### src/rtl/unix_time_to_calendar_date_macros.svh
// ----------------------------------------------------------------------------
// Assertion macros for the Unix time to calendar date block
// Concurrent assertion wrappers that are compiled out when SYNTH is defined.
// ----------------------------------------------------------------------------
`ifndef UNIX_TIME_TO_CALENDAR_DATE_MACROS_SVH
`define UNIX_TIME_TO_CALENDAR_DATE_MACROS_SVH

`ifndef SYNTH

`define U2CD_ASSERT_IMPLY(label, clk, rst_n, ante, cons) \
  label: assert property (@(posedge clk) disable iff (!rst_n) (ante) |-> (cons)) \
    else $error("u2cd: implication check failed");

`define U2CD_ASSERT_LATENCY(label, clk, rst_n, ante, dly, cons) \
  label: assert property (@(posedge clk) disable iff (!rst_n) (ante) |-> ##(dly) (cons)) \
    else $error("u2cd: latency check failed");

`else

`define U2CD_ASSERT_IMPLY(label, clk, rst_n, ante, cons)

`define U2CD_ASSERT_LATENCY(label, clk, rst_n, ante, dly, cons)

`endif

`endif

### src/rtl/u2cd_pkg.sv
// ----------------------------------------------------------------------------
// u2cd_pkg
// Shared widths, division constants and result types of the date converter.
// ----------------------------------------------------------------------------
package u2cd_pkg;

  localparam int SecondsW = 32;
  localparam int DaysW    = 16;
  localparam int SodW     = 17;
  localparam int YearW    = 12;
  localparam int MonthW   = 4;
  localparam int MdayW    = 5;
  localparam int HourW    = 5;
  localparam int MinuteW  = 6;
  localparam int SecondW  = 6;
  localparam int WdayW    = 3;

  // Seconds per day is 128 * 675.
  localparam int DayShift = 7;
  localparam logic [9:0]  DayDiv      = 10'd675;
  localparam logic [15:0] DayRecip    = 16'd49710;
  localparam int          DayRecipSh  = 25;

  localparam logic [11:0] MinRecip    = 12'd2184;
  localparam logic [5:0]  HourRecip   = 6'd36;
  localparam logic [14:0] WdayRecip   = 15'd18724;
  localparam int          SodRecipSh  = 17;
  localparam logic [5:0]  SecPerMin   = 6'd60;
  localparam logic [11:0] SecPerHour  = 12'd3600;
  localparam logic [2:0]  DaysPerWeek = 3'd7;
  localparam logic [2:0]  EpochWday   = 3'd4;

  // Start of the 400-year era that holds the epoch, and of the next one.
  localparam logic [15:0] EraSplitDay = 16'd11017;
  localparam logic [17:0] EraOffset   = 18'd135080;
  localparam logic [11:0] EraYearLo   = 12'd1600;
  localparam logic [11:0] EraYearHi   = 12'd2000;

  localparam logic [17:0] Days100y    = 18'd36524;
  localparam logic [5:0]  Recip4y     = 6'd44;
  localparam int          Recip4ySh   = 16;
  localparam logic [10:0] Days4y      = 11'd1461;
  localparam logic [8:0]  Days1y      = 9'd365;
  localparam logic [6:0]  YearsPerCent = 7'd100;

  localparam logic [8:0] MonthStart [12] = '{
    9'd0, 9'd31, 9'd61, 9'd92, 9'd122, 9'd153,
    9'd184, 9'd214, 9'd245, 9'd275, 9'd306, 9'd337
  };

  typedef struct packed {
    logic [HourW-1:0]   hour;
    logic [MinuteW-1:0] minute;
    logic [SecondW-1:0] second;
    logic [WdayW-1:0]   weekday;
  } tod_t;

  typedef struct packed {
    logic [YearW-1:0]  year;
    logic [MonthW-1:0] month;
    logic [MdayW-1:0]  mday;
  } date_t;

endpackage

### src/rtl/u2cd_day_split.sv
// ----------------------------------------------------------------------------
// u2cd_day_split
// Two-stage split of the second count into whole days and seconds of the day.
// ----------------------------------------------------------------------------
module u2cd_day_split (
  input  logic                             clk,
  input  logic                             rst_n,
  input  logic                             in_valid,
  input  logic [u2cd_pkg::SecondsW-1:0]    unix_seconds,
  output logic                             out_valid,
  output logic [u2cd_pkg::DaysW-1:0]       days,
  output logic [u2cd_pkg::SodW-1:0]        sod
);

  localparam int XW = u2cd_pkg::SecondsW - u2cd_pkg::DayShift;
  localparam int PW = XW + 16;

  logic [1:0]                     vld_r;
  logic [XW-1:0]                  x_r;
  logic [u2cd_pkg::DayShift-1:0]  lo_r;
  logic [PW-1:0]                  prod_r;
  logic [PW-1:0]                  prod_nxt;
  logic [u2cd_pkg::DaysW-1:0]     q_est;
  logic [XW:0]                    qm;
  logic [XW:0]                    rem_w;
  logic [10:0]                    rem;
  logic                           fix;
  logic [u2cd_pkg::DaysW-1:0]     days_nxt;
  logic [u2cd_pkg::DaysW-1:0]     days_r;
  logic [9:0]                     sod_hi;
  logic [u2cd_pkg::SodW-1:0]      sod_nxt;
  logic [u2cd_pkg::SodW-1:0]      sod_r;

  assign prod_nxt = PW'(unix_seconds[u2cd_pkg::SecondsW-1:u2cd_pkg::DayShift])
                  * PW'(u2cd_pkg::DayRecip);

  always_comb begin
    q_est    = prod_r[u2cd_pkg::DayRecipSh +: u2cd_pkg::DaysW];
    qm       = (XW+1)'(q_est) * (XW+1)'(u2cd_pkg::DayDiv);
    rem_w    = (XW+1)'(x_r) - qm;
    rem      = rem_w[10:0];
    fix      = rem >= 11'(u2cd_pkg::DayDiv);
    days_nxt = q_est + u2cd_pkg::DaysW'(fix);
    sod_hi   = fix ? 10'(rem - 11'(u2cd_pkg::DayDiv)) : rem[9:0];
    sod_nxt  = {sod_hi, lo_r};
  end

  always_ff @(posedge clk) begin
    if (!rst_n) begin
      vld_r <= '0;
    end else begin
      vld_r <= {vld_r[0], in_valid};
    end
  end

  always_ff @(posedge clk) begin
    x_r    <= unix_seconds[u2cd_pkg::SecondsW-1:u2cd_pkg::DayShift];
    lo_r   <= unix_seconds[u2cd_pkg::DayShift-1:0];
    prod_r <= prod_nxt;
    days_r <= days_nxt;
    sod_r  <= sod_nxt;
  end

  assign out_valid = vld_r[1];
  assign days      = days_r;
  assign sod       = sod_r;

endmodule

### src/rtl/u2cd_clock.sv
// ----------------------------------------------------------------------------
// u2cd_clock
// Three-stage conversion of seconds of the day to hour, minute and second,
// with the weekday taken from the day count.
// ----------------------------------------------------------------------------
module u2cd_clock (
  input  logic                          clk,
  input  logic                          rst_n,
  input  logic                          in_valid,
  input  logic [u2cd_pkg::SodW-1:0]     sod,
  input  logic [u2cd_pkg::DaysW-1:0]    days,
  output logic                          out_valid,
  output u2cd_pkg::tod_t                tod
);

  logic [2:0]                      vld_r;

  logic [u2cd_pkg::SodW-1:0]       sod_r;
  logic [27:0]                     pm_r;
  logic [22:0]                     ph_r;
  logic [16:0]                     wx_r;
  logic [31:0]                     pw_r;
  logic [16:0]                     wx_nxt;

  logic [10:0]                     qmin;
  logic [16:0]                     rm_w;
  logic [6:0]                      rm;
  logic                            fixm;
  logic [5:0]                      qh;
  logic [16:0]                     rh_w;
  logic [12:0]                     rh;
  logic                            fixh;
  logic [14:0]                     qw;
  logic [16:0]                     rw_w;
  logic [3:0]                      rw;
  logic                            fixw;

  logic [10:0]                     mtot_nxt;
  logic [10:0]                     mtot_r;
  logic [u2cd_pkg::HourW-1:0]      hour_nxt;
  logic [u2cd_pkg::HourW-1:0]      hour_r;
  logic [u2cd_pkg::SecondW-1:0]    sec_nxt;
  logic [u2cd_pkg::SecondW-1:0]    sec_r;
  logic [u2cd_pkg::WdayW-1:0]      wday_nxt;
  logic [u2cd_pkg::WdayW-1:0]      wday_r;

  u2cd_pkg::tod_t                  tod_nxt;
  u2cd_pkg::tod_t                  tod_r;

  assign wx_nxt = 17'(days) + 17'(u2cd_pkg::EpochWday);

  always_comb begin
    qmin     = pm_r[u2cd_pkg::SodRecipSh +: 11];
    rm_w     = sod_r - 17'(qmin) * 17'(u2cd_pkg::SecPerMin);
    rm       = rm_w[6:0];
    fixm     = rm >= 7'(u2cd_pkg::SecPerMin);
    mtot_nxt = qmin + 11'(fixm);
    sec_nxt  = fixm ? 6'(rm - 7'(u2cd_pkg::SecPerMin)) : rm[5:0];

    qh       = ph_r[u2cd_pkg::SodRecipSh +: 6];
    rh_w     = sod_r - 17'(qh) * 17'(u2cd_pkg::SecPerHour);
    rh       = rh_w[12:0];
    fixh     = rh >= 13'(u2cd_pkg::SecPerHour);
    hour_nxt = 5'(qh + 6'(fixh));

    qw       = pw_r[u2cd_pkg::SodRecipSh +: 15];
    rw_w     = wx_r - 17'(qw) * 17'(u2cd_pkg::DaysPerWeek);
    rw       = rw_w[3:0];
    fixw     = rw >= 4'(u2cd_pkg::DaysPerWeek);
    wday_nxt = fixw ? 3'(rw - 4'(u2cd_pkg::DaysPerWeek)) : rw[2:0];
  end

  always_comb begin
    tod_nxt.hour    = hour_r;
    tod_nxt.minute  = 6'(mtot_r - 11'(hour_r) * 11'(u2cd_pkg::SecPerMin));
    tod_nxt.second  = sec_r;
    tod_nxt.weekday = wday_r;
  end

  always_ff @(posedge clk) begin
    if (!rst_n) begin
      vld_r <= '0;
    end else begin
      vld_r <= {vld_r[1:0], in_valid};
    end
  end

  always_ff @(posedge clk) begin
    sod_r  <= sod;
    pm_r   <= 28'(sod) * 28'(u2cd_pkg::MinRecip);
    ph_r   <= 23'(sod) * 23'(u2cd_pkg::HourRecip);
    wx_r   <= wx_nxt;
    pw_r   <= 32'(wx_nxt) * 32'(u2cd_pkg::WdayRecip);
    mtot_r <= mtot_nxt;
    hour_r <= hour_nxt;
    sec_r  <= sec_nxt;
    wday_r <= wday_nxt;
    tod_r  <= tod_nxt;
  end

  assign out_valid = vld_r[2];
  assign tod       = tod_r;

endmodule

### src/rtl/u2cd_civil.sv
// ----------------------------------------------------------------------------
// u2cd_civil
// Six-stage conversion of a day count to Gregorian year, month and day,
// splitting the days into 400-, 100-, 4- and 1-year cycles.
// ----------------------------------------------------------------------------
module u2cd_civil (
  input  logic                          clk,
  input  logic                          rst_n,
  input  logic                          in_valid,
  input  logic [u2cd_pkg::DaysW-1:0]    days,
  output logic                          out_valid,
  output u2cd_pkg::date_t               date
);

  logic [5:0]                      vld_r;

  logic                            era_nxt;
  logic [17:0]                     doe_nxt;
  logic                            era_r;
  logic [17:0]                     doe_r;

  logic [3:0]                      cent_ge;
  logic [2:0]                      n100_nxt;
  logic [17:0]                     cent_sub;
  logic [15:0]                     doc_nxt;
  logic                            era4_r;
  logic [2:0]                      n100_r;
  logic [15:0]                     doc_r;

  logic                            era5_r;
  logic [2:0]                      n100_5_r;
  logic [15:0]                     doc_5_r;
  logic [21:0]                     p4_r;

  logic [5:0]                      q4;
  logic [15:0]                     dy_w;
  logic [11:0]                     dy_raw;
  logic                            fix4;
  logic [4:0]                      n4_nxt;
  logic [10:0]                     dy_nxt;
  logic [11:0]                     yc_nxt;
  logic [2:0]                      n100_6_r;
  logic [4:0]                      n4_r;
  logic [10:0]                     dy_r;
  logic [11:0]                     yc_r;

  logic [3:0]                      yr_ge;
  logic [2:0]                      n1;
  logic [10:0]                     yr_sub;
  logic [8:0]                      doy_nxt;
  logic                            feb_nxt;
  logic [11:0]                     year_nxt;
  logic [8:0]                      doy_r;
  logic                            feb_r;
  logic [11:0]                     year_r;

  logic [3:0]                      midx;
  logic [3:0]                      mon;
  u2cd_pkg::date_t                 date_nxt;
  u2cd_pkg::date_t                 date_r;

  always_comb begin
    era_nxt = days >= u2cd_pkg::EraSplitDay;
    doe_nxt = era_nxt ? 18'(days) - 18'(u2cd_pkg::EraSplitDay)
                      : 18'(days) + u2cd_pkg::EraOffset;
  end

  always_comb begin
    cent_ge[0] = doe_r >= u2cd_pkg::Days100y;
    cent_ge[1] = doe_r >= 18'(2) * u2cd_pkg::Days100y;
    cent_ge[2] = doe_r >= 18'(3) * u2cd_pkg::Days100y;
    cent_ge[3] = doe_r >= 18'(4) * u2cd_pkg::Days100y;
    n100_nxt   = 3'(cent_ge[0]) + 3'(cent_ge[1]) + 3'(cent_ge[2]) + 3'(cent_ge[3]);
    case (n100_nxt)
      3'd0:    cent_sub = '0;
      3'd1:    cent_sub = u2cd_pkg::Days100y;
      3'd2:    cent_sub = 18'(2) * u2cd_pkg::Days100y;
      3'd3:    cent_sub = 18'(3) * u2cd_pkg::Days100y;
      default: cent_sub = 18'(4) * u2cd_pkg::Days100y;
    endcase
    doc_nxt = 16'(doe_r - cent_sub);
  end

  always_comb begin
    q4     = p4_r[u2cd_pkg::Recip4ySh +: 6];
    dy_w   = doc_5_r - 16'(q4) * 16'(u2cd_pkg::Days4y);
    dy_raw = dy_w[11:0];
    fix4   = dy_raw >= 12'(u2cd_pkg::Days4y);
    n4_nxt = 5'(q4 + 6'(fix4));
    dy_nxt = fix4 ? 11'(dy_raw - 12'(u2cd_pkg::Days4y)) : dy_raw[10:0];
    yc_nxt = (era5_r ? u2cd_pkg::EraYearHi : u2cd_pkg::EraYearLo)
           + 12'(n100_5_r) * 12'(u2cd_pkg::YearsPerCent);
  end

  always_comb begin
    yr_ge[0] = dy_r >= 11'(u2cd_pkg::Days1y);
    yr_ge[1] = dy_r >= 11'(2) * 11'(u2cd_pkg::Days1y);
    yr_ge[2] = dy_r >= 11'(3) * 11'(u2cd_pkg::Days1y);
    yr_ge[3] = dy_r >= 11'(4) * 11'(u2cd_pkg::Days1y);
    n1       = 3'(yr_ge[0]) + 3'(yr_ge[1]) + 3'(yr_ge[2]) + 3'(yr_ge[3]);
    yr_sub   = 11'(n1) * 11'(u2cd_pkg::Days1y);
    doy_nxt  = 9'(dy_r - yr_sub);
    feb_nxt  = (n100_6_r == 3'd4) || (n1 == 3'd4);
    year_nxt = yc_r + {5'(n4_r), 2'b00} + 12'(n1);
  end

  always_comb begin
    midx = '0;
    for (int k = 1; k < 12; k++) begin
      midx = midx + 4'(doy_r >= u2cd_pkg::MonthStart[k]);
    end
    mon = midx + 4'd3;
    date_nxt.year  = year_r;
    date_nxt.month = mon;
    date_nxt.mday  = 5'(doy_r - u2cd_pkg::MonthStart[midx] + 9'd1);
    if (feb_r) begin
      date_nxt.month = 4'd2;
      date_nxt.mday  = 5'd29;
    end else if (mon > 4'd12) begin
      date_nxt.month = mon - 4'd12;
      date_nxt.year  = year_r + 12'd1;
    end
  end

  always_ff @(posedge clk) begin
    if (!rst_n) begin
      vld_r <= '0;
    end else begin
      vld_r <= {vld_r[4:0], in_valid};
    end
  end

  always_ff @(posedge clk) begin
    era_r    <= era_nxt;
    doe_r    <= doe_nxt;
    era4_r   <= era_r;
    n100_r   <= n100_nxt;
    doc_r    <= doc_nxt;
    era5_r   <= era4_r;
    n100_5_r <= n100_r;
    doc_5_r  <= doc_r;
    p4_r     <= 22'(doc_r) * 22'(u2cd_pkg::Recip4y);
    n100_6_r <= n100_5_r;
    n4_r     <= n4_nxt;
    dy_r     <= dy_nxt;
    yc_r     <= yc_nxt;
    doy_r    <= doy_nxt;
    feb_r    <= feb_nxt;
    year_r   <= year_nxt;
    date_r   <= date_nxt;
  end

  assign out_valid = vld_r[5];
  assign date      = date_r;

endmodule

### src/rtl/unix_time_to_calendar_date.sv
// ----------------------------------------------------------------------------
// unix_time_to_calendar_date
// Converts a 32-bit Unix second count to the UTC calendar date, time of day
// and weekday.
// ----------------------------------------------------------------------------
// A transaction enters when start is high while busy is low. Busy is always
// low, so a new timestamp may be presented on every clock cycle.
// Each transaction gives exactly one result, shown on the out_ ports for one
// cycle and marked by out_valid. The receiver cannot hold results off.
// Throughput is one transaction per cycle. The depth is set by the date path:
// two stages find the day count, then six stages split it into 400-, 100-,
// 4- and 1-year cycles and the month. Time of day and weekday take three
// stages and are delayed to meet the date.
// Reset clears only the valid pipeline, so no result is shown after reset
// until new transactions arrive. The block holds no other state.
// ----------------------------------------------------------------------------
`include "unix_time_to_calendar_date_macros.svh"

module unix_time_to_calendar_date (
  input  logic                              clk,
  input  logic                              rst_n,
  input  logic                              start,
  output logic                              busy,
  input  logic [u2cd_pkg::SecondsW-1:0]     in_unix_seconds,
  output logic                              out_valid,
  output logic [u2cd_pkg::YearW-1:0]        out_year,
  output logic [u2cd_pkg::MonthW-1:0]       out_month,
  output logic [u2cd_pkg::MdayW-1:0]        out_day_of_month,
  output logic [u2cd_pkg::HourW-1:0]        out_hour,
  output logic [u2cd_pkg::MinuteW-1:0]      out_minute,
  output logic [u2cd_pkg::SecondW-1:0]      out_second,
  output logic [u2cd_pkg::WdayW-1:0]        out_weekday
);

  logic                           split_vld;
  logic [u2cd_pkg::DaysW-1:0]     days;
  logic [u2cd_pkg::SodW-1:0]      sod;
  logic                           tod_vld;
  u2cd_pkg::tod_t                 tod;
  u2cd_pkg::tod_t                 tod_d1_r;
  u2cd_pkg::tod_t                 tod_d2_r;
  u2cd_pkg::tod_t                 tod_d3_r;
  logic                           date_vld;
  u2cd_pkg::date_t                date;

  assign busy = 1'b0;

  u2cd_day_split u_split (
    .clk          (clk),
    .rst_n        (rst_n),
    .in_valid     (start && !busy),
    .unix_seconds (in_unix_seconds),
    .out_valid    (split_vld),
    .days         (days),
    .sod          (sod)
  );

  u2cd_clock u_clock (
    .clk       (clk),
    .rst_n     (rst_n),
    .in_valid  (split_vld),
    .sod       (sod),
    .days      (days),
    .out_valid (tod_vld),
    .tod       (tod)
  );

  u2cd_civil u_civil (
    .clk       (clk),
    .rst_n     (rst_n),
    .in_valid  (split_vld),
    .days      (days),
    .out_valid (date_vld),
    .date      (date)
  );

  always_ff @(posedge clk) begin
    tod_d1_r <= tod;
    tod_d2_r <= tod_d1_r;
    tod_d3_r <= tod_d2_r;
  end

  assign out_valid        = date_vld;
  assign out_year         = date.year;
  assign out_month        = date.month;
  assign out_day_of_month = date.mday;
  assign out_hour         = tod_d3_r.hour;
  assign out_minute       = tod_d3_r.minute;
  assign out_second       = tod_d3_r.second;
  assign out_weekday      = tod_d3_r.weekday;

  `U2CD_ASSERT_LATENCY(a_result_latency, clk, rst_n, start && !busy, 8, out_valid)
  `U2CD_ASSERT_IMPLY(a_clock_aligned, clk, rst_n, tod_vld, ##3 date_vld)
  `U2CD_ASSERT_IMPLY(a_month_range, clk, rst_n, out_valid, out_month >= 4'd1 && out_month <= 4'd12)
  `U2CD_ASSERT_IMPLY(a_feb_days, clk, rst_n, out_valid && out_month == 4'd2, out_day_of_month <= 5'd29)
  `U2CD_ASSERT_IMPLY(a_time_range, clk, rst_n, out_valid, out_hour <= 5'd23 && out_weekday <= 3'd6)

endmodule
### config.mk
export PLATFORM = sky130hd
export DESIGN_NAME = unix_time_to_calendar_date
export DESIGN_NICKNAME = d
export VERILOG_FILES = /design/src/rtl/u2cd_pkg.sv /design/src/rtl/u2cd_day_split.sv /design/src/rtl/u2cd_clock.sv /design/src/rtl/u2cd_civil.sv /design/src/rtl/unix_time_to_calendar_date.sv
export VERILOG_INCLUDE_DIRS = /design/src /design/src/rtl
export SDC_FILE = /design/constraint.sdc
export NUM_CORES = 1
export LEC_CHECK = 0
export ABC_AREA = 1
export BUFFER_PORTS_ARGS = -buffer_cell sky130_fd_sc_hd__buf_2
export CAP_MARGIN = 20
export CORE_MARGIN = 2
export CORE_UTILIZATION = 65
export DETAILED_ROUTE_END_ITERATION = 16
export PLACE_DENSITY = 0.81
export SYNTH_ARGS = -nofsm -noshare
export SYNTH_HDL_FRONTEND = slang
export SYNTH_HIERARCHICAL = 1
export SYNTH_SLANG_ARGS = --single-unit
### constraint.sdc
create_clock -name clk -period 7.8 [get_ports clk]
set_input_delay 0.78 -clock clk [delete_from_list [all_inputs] [get_ports clk]]
set_output_delay 0.78 -clock clk [all_outputs]
set_load 0.005 [all_outputs]
* After elaboration in Yosys (flattened, before gate mapping)
Memory sizes are Yosys's and may differ from the RTL's.
Index checks and enable logic that the tools add are counted.
** Storage, ports and cells
- Output and inout bits :: 43
- Memories kept :: 1
- ROM bits :: 144
- Input port bits :: 35
- Word-level logic and storage cells :: 154
- Register bits after elaboration :: 441
** Cells by class
- Mux-type cells :: 11
- Reductions and logical operators :: 2
- Bitwise gates (word level) :: 1
- $lt $le $gt $ge :: 27
- Multiply operators :: 13
- Add/subtract/negate cells :: 43
- Equal/unequal tests :: 5
** Memories
- (name not given) :: words 16, bits a word 9, read ports 1, clocked after Yosys merged registers in 0, write ports 0, RTL line u2cd_civil.sv:115 : date_nxt.mday = 5'(doy_r - u2cd_pkg::MonthStart[midx] + 9'd1);
** Operators with widths (count)
- $pmux 16 s4 :: 1
- $mul 25x15->40 const B :: 1
- $add 4x1->4 :: 9
- $ge 18x17->1 const B :: 2
- $ge 9x8->1 const B :: 4
- $mul 17x13->30 const B :: 1
- $ge 9x9->1 const B :: 3
- $mul 17x9->25 const B :: 1
- $ge 11x10->1 const B :: 2
- $ge 11x11->1 const B :: 2
- $mul 17x4->21 const B :: 1
- $mul 16x4->20 const B :: 1
- $add 16x18->18 const B :: 1
- $ge 18x16->1 const B :: 1
- $ge 18x18->1 const B :: 1
- $ge 9x7->1 const B :: 2
- $mux 18 :: 1
- $add 16x3->17 const B :: 1
- $sub 16x14->17 const B :: 1
- $add 16x1->16 :: 1
- $ge 16x14->1 const B :: 1
- $mul 16x10->11 const B :: 1
- $mux 16 :: 1
- $sub 16x16->16 :: 1
- other kinds (52) :: 61

* Logic depth before layout (Yosys ltp)
Gate-level depths: netlist (run 1).
- Depth in word-level cells :: 17
- Gate-level depth with buffers :: 28
- Gate-level depth less buffers :: 28

* By module
Netlist (run 1), hierarchy kept.
** Modules (own cells, without submodules)
- u2cd_day_split :: cells each 1194, area each 10123.5 um^2, seq. area each 1381.3 um^2, instances 1
- u2cd_civil :: cells each 1260, area each 9912.0 um^2, seq. area each 2742.6 um^2, instances 1
- u2cd_clock :: cells each 919, area each 7307.0 um^2, seq. area each 1521.5 um^2, instances 1
- unix_time_to_calendar_date :: cells each 62, area each 1212.4 um^2, seq. area each 1201.2 um^2, instances 1

* Worst setup path after synthesis (run 1)
No wires, ideal clock.
- Kind :: reg2reg
- From :: register u_civil.doy_r[4]
- To :: register u_civil.date_r, in the netlist u_civil/date[2]
- Period minus slack after synthesis :: 5.473 ns
- Path slack :: 2.327 ns
- Arrival :: 5.349 ns
- Cell stages (with the launch flop) :: 24
- Path buffers :: 1
- Data required time :: 7.677 ns
- Setup time :: 0.123 ns
- Cells stage by stage :: dfxtp_1 clkbuf_1 nand2_1 nor2_1 inv_1 a31oi_1 a41oi_1 fa_1 fa_1 fa_1 inv_1 fa_1 inv_1 fa_1 ha_1 a21oi_1 nand2_1 o211ai_1 o21ai_0 ha_1 inv_1 ha_1 fa_1 or2_2
** Between the ends
- Word-level cells in the longest chain between the ends :: 17
- Elaborated cells between the ends (all ways) :: 27
- Those cells by class :: add/sub: 12; order compare: 11; mux: 2; bitwise: 1; memory: 1
** Ends and longest elaborated chain
- from (decl) :: RTL line u2cd_civil.sv:53 : logic [8:0] doy_r;
- from (signal assigned) :: RTL line u2cd_civil.sv:147 : doy_r <= doy_nxt;
- $ge 9x5->1 or $ge 9x6->1 (tied branches) :: RTL line u2cd_civil.sv:110 : midx = midx + 4'(doy_r >= u2cd_pkg::MonthStart[k]);
- $add 1x1->2 :: RTL line u2cd_civil.sv:110
- $add 4x1->4 (8 in series) :: RTL line u2cd_civil.sv:110
- $add 4x1->4 * :: RTL line u2cd_civil.sv:110
- $not 4->5 (not written as such) * :: RTL line u2cd_civil.sv:115
- $mem_v2 16x9 *
- $mux 5 (not written as such) * (2 in series) :: RTL line u2cd_civil.sv:115
- $sub 5x5->5 * :: RTL line u2cd_civil.sv:115
- $add 5x1->5 * :: RTL line u2cd_civil.sv:115
- to (signal assigned) :: RTL line u2cd_civil.sv:150 : date_r <= date_nxt;
- to (decl) :: RTL line u2cd_civil.sv:60 : u2cd_pkg::date_t date_r;
Every way passes the cells marked *; elsewhere a longest branch is shown, timed or not. The select of a mux whose other input is x is not followed.
A chain may end at the register's enable or synchronous reset.

==> results of run 1 <==
==> layout by cell type, fill, tap and decap left out, types with 18 or more instances in the layout <==
cell / instances
nand4_1: 46
nand2_2: 45
nor3_1: 29
fa_1: 198
dfxtp_1: 339
nand2_1: 541
buf_2: 76
xnor2_1: 54
inv_1: 783
a31oi_1: 18
xor2_1: 131
a21oi_1: 156
nand3_1: 147
o21ai_0: 81
ha_1: 508
clkbuf_16: 37
nor2_1: 184
==> sequential cells by signal (all words and copies together) (netlist names), 11 cells and up <==
name	cells
u_civil/doc_r	16
u_civil/date	21
u_civil/year_r	12
tod_d1_r	20
u_split/days	16
u_split/x_r	11
u_civil/dy_r	11
u_split/sod	17
u_split/prod_r	16
u_civil/doe_r	18
u_civil/doc_5_r	12
u_clock/tod	20
tod_d2_r	20
u_clock/sod_r	13
==> path summary, 6_finish.rpt <==
check | start | endpoint | slack (ns) | cells past startpoint
worst max-delay path | u_civil/doy_r[4] | u_civil/date[20] | 2.00 | 21
worst min-delay path | u_clock/tod[9] | tod_d1_r[9] | 0.32 | 0
worst max register to register | u_civil/doy_r[4] | u_civil/date[20] | 2.00 | 21
worst min register to register | u_clock/tod[9] | tod_d1_r[9] | 0.32 | 0
==> area by class of cell <==
type,count,area [um2]
repair buffers,76,380
inverters,794,2980
flip-flops and latches,339,6790
fillers,3377,12400
well taps,585,732
clock inverters,22,264
multi-input cells,2280,18600
clock buffers,44,1000
==> worst max-delay path, stage by stage, from the launching register on <==
cell and delay, ns:
dfxtp_1 0.45, nand2_1 0.21, nor2_1 0.20, inv_1 0.06
a31oi_1 0.12, a41oi_1 0.08, fa_1 0.55, fa_1 0.44
fa_1 0.54, inv_1 0.06, fa_1 0.43, inv_1 0.08
fa_1 0.47, ha_1 0.26, ha_1 0.33, ha_1 0.15
o21ai_0 0.14, nor2_1 0.30, nand4_1 0.20, nand3b_1 0.26
nor3_1 0.21, xor2_1 0.18
==> layer usage <==
metal	GRT usage (%)	routed length (um)	vias to the layer above	part of all wire, %
li1	-	-	10966	-
met4	6.59	1180	2	2.1
met2	46.6	27600	426	50
met1	31.3	24200	9896	44
met5	0	16	-	0.029
met3	2.69	1990	106	3.6
==> metrics by stage <==
step | instances | worst slack (ns) | area, um2
3_3_place_gp | 4074 | 2.19 | 29500
2_1_floorplan | 3426 | 2.33 | 28500
4_1_cts | 4140 | 1.96 | 30800
6_report | 4140 | 2.00 | 30800
3_5_place_dp | 4074 | 2.02 | 29500
5_1_grt | 4140 | 1.44 | 30800
==> impl_metrics.toml, run 1 <==
[logic_synthesis]
synth_cells = 3426
synth_nets = 4167
syn-cell-area_mm2 = 0.0285
avgSynthCellArea_um2 = 8.31
ys.warnings.count = 6

[critical_path]
cp.required_ns = 8.25
path_class = "register to register"
critPathLaunchType = "register"
arrival_ns = 6.24
crit_fanout = 7
critPathCaptureType = "register"

[cts]
clk_latency_ns = 0.53
post_cts_buffers = 0
clock-sinks = 339
post_cts_resized = 0
htree_levels = 2
clkSlewWorstSetupHoldPaths_ns = 0.06
cts_hold_buffers = 0
clockBufferDepth = 3
cts_root_buf = "clkbuf_16"
cts_inserted_buffers = 36
cts_tree = "built"

[finish]
area_delta_synth_final_pct = 8.06
fin_nets = 4268
post-route-util_pct = 71.3
drive_above_1_share_pct = 6.64
diodes = 0

[sta]
worstMarginPinSlew_ns = 0.595
fmax_mhz = 172
rsz0062_at_grt = "no"
drv_slew = 0
timing.final.crit_period_ns = 5.80
hold_viol_final = 0
hold_slack_ns = 0.320
setup_viol = 0
tns_ns = 0
maxSlewHeadroom_pct = 60.4
finalCritPeriodShare_pct = 74.3
fin_skew_ns = 0.0142

[die]
die_x_um = 213
rows = 76
dieHeight_um = 213
core_area_mm2 = 0.0432
ios = 78
initial_core_util_pct = 66.0
die_area_mm2 = 0.0455

[place]
dp_hpwl_mm = 45.1
gp_congestion = 0.935
port_buffers = 76

[grt]
grt_pass1_wl_mm = 94.9
grt_max_degree = 24
grt_pass1_vias = 21164
grtUsageTotal_pct = 25.3
overflow = 0
antenna_found_initial = 1

[route]
postRouteWirelength_mm = 55.0
vias = 21396
drc_errors = 0
wl_per_cell_um = 13.3
firstDrtPassIters = 5
vias_per_cell = 5.17
dr.first_iter.drc_count = 1007
drtAntennaViolNets = 0

[run]
drv_cap = 0

[status]
status = "complete, no violations"

[worst_hold_path]
min_path_type = "register to register"
Power of run 1 is left out: the tool's default activity adds up to more than one toggle a clock period on the data nets, which glitch-free logic cannot reach.
==> inputs of run 2 (changes only) <==
- clock period: 7.8 -> 5.95 ns (I/O delays scaled with it)
==> impl_metrics.toml, run 2 (synthesis gave the netlist of run 1 again) <==
[finish]
largest_reg_flops = 21
design_area_mm2 = 0.0308
mostFrequentLayoutCell = "inv_1"
drive_above_1_share_pct = 6.67
fillers = 3404
area_delta_synth_final_pct = 8.18
diodes = 0
most-common-layout-cells = "783 x inv_1, 540 x nand2_1, 508 x ha_1, 337 x dfxtp_1, 198 x fa_1"
fin_nets = 4268

[sta]
timing.final.crit_period_ns = 5.63
maxSlewHeadroom_pct = 66.6
hold_slack_ns = 0.167
hold_viol_final = 0
rsz0062_at_grt = "no"
drv_slew = 0
worstMarginPinSlew_ns = 0.496
tns_ns = 0
setup_ws_ns = 0.325
setup_viol = 0
finalCritPeriodShare_pct = 94.5
fmax_mhz = 178
fin_skew_ns = 0.0131

[cts]
cts_tree = "built"
clk_latency_ns = 0.52
clockBufferDepth = 3
cts_inserted_buffers = 35
clkSlewWorstSetupHoldPaths_ns = 0.07
htree_levels = 2
cts_root_buf = "clkbuf_16"
clock-sinks = 339
post_cts_buffers = 0

[critical_path]
worst_path_most_repeated_cell = "fa_1"
r2r_slack_ns = 0.32
critPathCaptureType = "register"
rr_startpoint = "u_civil/doy_r[4]"
cp_slowest_cell = "fa_1"
path_class = "register to register"
critPathLaunchType = "register"
arrival_ns = 6.03
cp.required_ns = 6.36
critical_path.startpoint = "u_civil/doy_r[4]"
crit_fanout = 7
path_cells = "nand2_2 -> nor2_1 -> inv_1 -> a31oi_1 -> a41oi_1 -> fa_1 -> fa_1 -> fa_1 -> inv_1 -> fa_1 -> inv_1 -> fa_1 -> ha_1 -> a21oi_1 -> nand2_1 -> o211ai_1 -> o21ai_0 -> ha_1 -> inv_1 -> ha_1 -> fa_1 -> or2_2"
max_stage_delay_ns = 0.55

[die]
die_area_mm2 = 0.0455
initial_core_util_pct = 66.0
core_area_mm2 = 0.0432
dieHeight_um = 213
ios = 78
die_x_um = 213
rows = 76

[place]
port_buffers = 76
gp_congestion = 0.934
placed_area_mm2 = 0.0295
place_ws_ns = 0.189
dp_hpwl_mm = 44.4

[grt]
overflow = 0
grtUsageTotal_pct = 24.8
grt_pass1_vias = 21496
antenna_found_initial = 0
grt_pass1_wl_mm = 93.4
grt_max_degree = 24

[route]
firstDrtPassIters = 6
dr.first_iter.drc_count = 1221
wl_per_cell_um = 13.1
vias = 21228
postRouteWirelength_mm = 54.0
drc_errors = 0
vias_per_cell = 5.13
drtAntennaViolNets = 0

[status]
status = "complete, no violations"

[run]
drv_cap = 0

[worst_hold_path]
min-delay-start = "in_unix_seconds[5]"
min_path_type = "primary input to register"
==> run 2: metrics by stage <==
stage	utilization, %	instances
finish	71.3	4136
global route	71.3	4136
CTS	71.3	4136
detailed placement	68.4	4075
global placement	68.4	4075
floorplan	-	3426
==> run 2: metal layers <==
| metal | vias to the layer above | GRT usage [%] | wire length [um] |
|---|---|---|---|
| li1 | 10991 | - | - |
| met1 | 9715 | 30.0 | 23500 |
| met2 | 429 | 46.0 | 27200 |
| met3 | 93 | 3.07 | 2110 |
| met4 | 0 | 6.97 | 1200 |
| met5 | - | 0 | 0 |
==> run 2: worst paths after layout <==
check | endpoint | depth (start not counted)
max | u_civil/date[2] | 22
min | u_split/lo_r[5] | 1
max reg2reg | u_civil/date[2] | 22
min reg2reg | tod_d2_r[2] | 0
==> run 2: critical path, delay by kind of cell, from the launching register on <==
kind	cells	cell delay (ns)
compound gates	5	0.61
fa+ha+maj	9	3.66
buf+inv	4	0.25
flops	1	0.39
simple gates	4	0.63
==> run 2: cell type report <==
cell class	instances	area [um2]	share of cell area [%]
multi-input combinational	2280	18600	60.5
sequential	339	6790	22.0
clock inverter	19	307	0.995
timing repair buffer	77	388	1.26
clock buffer	42	975	3.16
tap	585	732	2.38
inverter	794	2980	9.68
==> run 2: what timing repair did <==
item	in CTS	in global routing
endpoints found under the setup margin	0	7
gates resized for setup	0	6
hold buffers	0	0
Power of run 2 is left out for the same reason.
==> inputs of run 3 (changes only) <==
- ABC_AREA: 1 -> unset
- CORE_UTILIZATION: 65 -> 64
- PLACE_DENSITY: 0.81 -> 0.8
==> impl_metrics.toml, run 3 <==
[cts]
htree_levels = 2
clock-sinks = 339
cts_root_buf = "clkbuf_16"
clockBufferDepth = 3
cts_tree = "built"
cts_hold_buffers = 0
clkSlewWorstSetupHoldPaths_ns = 0.07
clk_latency_ns = 0.54
cts_inserted_buffers = 36

[sta]
timing.final.crit_period_ns = 5.78
fin_skew_ns = 0.0215
drv_slew = 0
finalCritPeriodShare_pct = 97.2
hold_viol_final = 0
worstMarginPinSlew_ns = 0.704
maxSlewHeadroom_pct = 52.9
setup_viol = 0
fmax_mhz = 173

[die]
die_area_mm2 = 0.0420
core_area_mm2 = 0.0398
initial_core_util_pct = 64.9
die_x_um = 205
ios = 78
dieHeight_um = 205
rows = 73

[critical_path]
cp.required_ns = 6.38
path_class = "register to register"
path_cells = "inv_1 -> nor4b_4 -> a221oi_2 -> fa_1 -> fa_1 -> fa_1 -> inv_1 -> fa_2 -> inv_2 -> fa_2 -> nor2_1 -> nor2_1 -> nand2_1 -> o211ai_1 -> ha_1 -> ha_1 -> a21o_1 -> a21oi_2 -> xor2_1 -> xnor2_1 -> nand2b_1"
reg2reg_depth = 21
cp_num_cells = 21
rr_endpoint = "u_civil/date[4]"
rr_startpoint = "u_civil/doy_r[3]"
critPathCaptureType = "register"
critPathLaunchType = "register"
cp_num_buf_inv = 3
r2r_slack_ns = 0.17
max_stage_delay_ns = 0.55
worst_path_most_repeated_cell = "fa_1"
cp_top_family = "adder cells"
arrival_ns = 6.21
cp_slowest_cell = "fa_1"
critical_path.startpoint = "u_civil/doy_r[3]"
crit_fanout = 8

[grt]
antenna_found_initial = 0
grt_max_degree = 17
grt_pass1_wl_mm = 83.4
grtUsageTotal_pct = 24.0
grt_pass1_vias = 18394
overflow = 0

[logic_synthesis]
avgSynthCellArea_um2 = 9.89
ys.warnings.count = 6
synth_cells = 2612
syn-cell-area_mm2 = 0.0258
synth_nets = 3353

[route]
firstDrtPassIters = 5
drc_errors = 0
dr.first_iter.drc_count = 698
drtAntennaViolNets = 0
vias_per_cell = 5.41
vias = 17790
postRouteWirelength_mm = 49.0
wl_per_cell_um = 14.9

[finish]
most-common-layout-cells = "544 x inv_1, 506 x ha_1, 339 x dfxtp_1, 196 x fa_1, 163 x xnor2_1"
design_area_mm2 = 0.0284
mostFrequentLayoutCell = "inv_1"
diodes = 0
fillers = 2885
seq_area_mm2 = 0.00679
area_delta_synth_final_pct = 9.79
drive_above_1_share_pct = 7.93
fin_cells = 3286
largest_reg_flops = 21
multi_input_area_mm2 = 0.0170
fin_nets = 3475

[place]
dp_cells = 3221
placed_area_mm2 = 0.0270
port_buffers = 76
gp_congestion = 0.893
dp_hpwl_mm = 39.8

[worst_hold_path]
min_path_type = "primary input to register"
min-delay-start = "in_unix_seconds[5]"
worstHoldEndpoint = "u_split/lo_r[5]"
whs_path_depth = 1

[status]
status = "complete, no violations"

[run]
drv_cap = 0
## run 3: cell types whose count changed in the layout (fill, tap and decap cells not counted), moves of 65 or more
cell / change
nor2_1: -80
xnor2_1: +109
nand3_1: -101
xor2_1: -65
inv_1: -239
nand2_1: -462
## run 3: cell type report
cell class              count  share of cell area, %
inverters                 546                   7.23
repair buffers            103                   2.06
multi-input cells        1708                   59.9
clock inverters            20                   1.10
clock buffers              45                   3.51
flip-flops and latches    339                   23.9
well taps                 525                   2.32
## run 3: worst max-delay path by stage
stage | to | slack [ns]
global route | u_civil/date[4] | -0.13
detailed placement | u_split/prod_r[38] | -0.05
global placement | u_split/prod_r[38] | 0.13
CTS | u_civil/date[4] | 0.01
floorplan | u_civil/date[4] | 0.15
finish | u_civil/date[4] | 0.17
## run 3: what timing repair did
item                       CTS  global route
resized for setup            3            10
setup endpoints to repair    2             8
setup buffers                0             0
hold endpoints to repair     0             0
pin swaps                    0             7
## run 3: worst register-to-register path, cell delays in order (launching register included)
cell and delay [ns]:
dfxtp_1 0.49, inv_1 0.18, nor4b_4 0.37, a221oi_2 0.10, fa_1 0.49, fa_1 0.52
fa_1 0.55, inv_1 0.06, fa_2 0.39, inv_2 0.07, fa_2 0.49, nor2_1 0.27
nor2_1 0.10, nand2_1 0.08, o211ai_1 0.11, ha_1 0.36, ha_1 0.32, a21o_1 0.17
a21oi_2 0.15, xor2_1 0.19, xnor2_1 0.14, nand2b_1 0.08
## run 3: routing by layer
layer | global-route usage [%] | part of all wire, % | routed length [um]
met5 | 0 | 0 | 0
met1 | 29.7 | 44 | 21600
met3 | 2.64 | 3.4 | 1660
met2 | 44.0 | 50 | 24700
met4 | 7.09 | 2.2 | 1060
## run 3: per-stage QoR
stage,setup TNS [ns],utilization [%],setup slack [ns],hold WS (ns)
2_1_floorplan,0,-,0.152,0.310
3_3_place_gp,0,67.8,0.135,0.310
3_5_place_dp,-0.0812,67.8,-0.0545,0.312
4_1_cts,0,71.1,0.0145,0.143
5_1_grt,-0.171,71.2,-0.126,0.143
6_report,0,71.2,0.166,0.166
Power of run 3 is left out for the same reason.
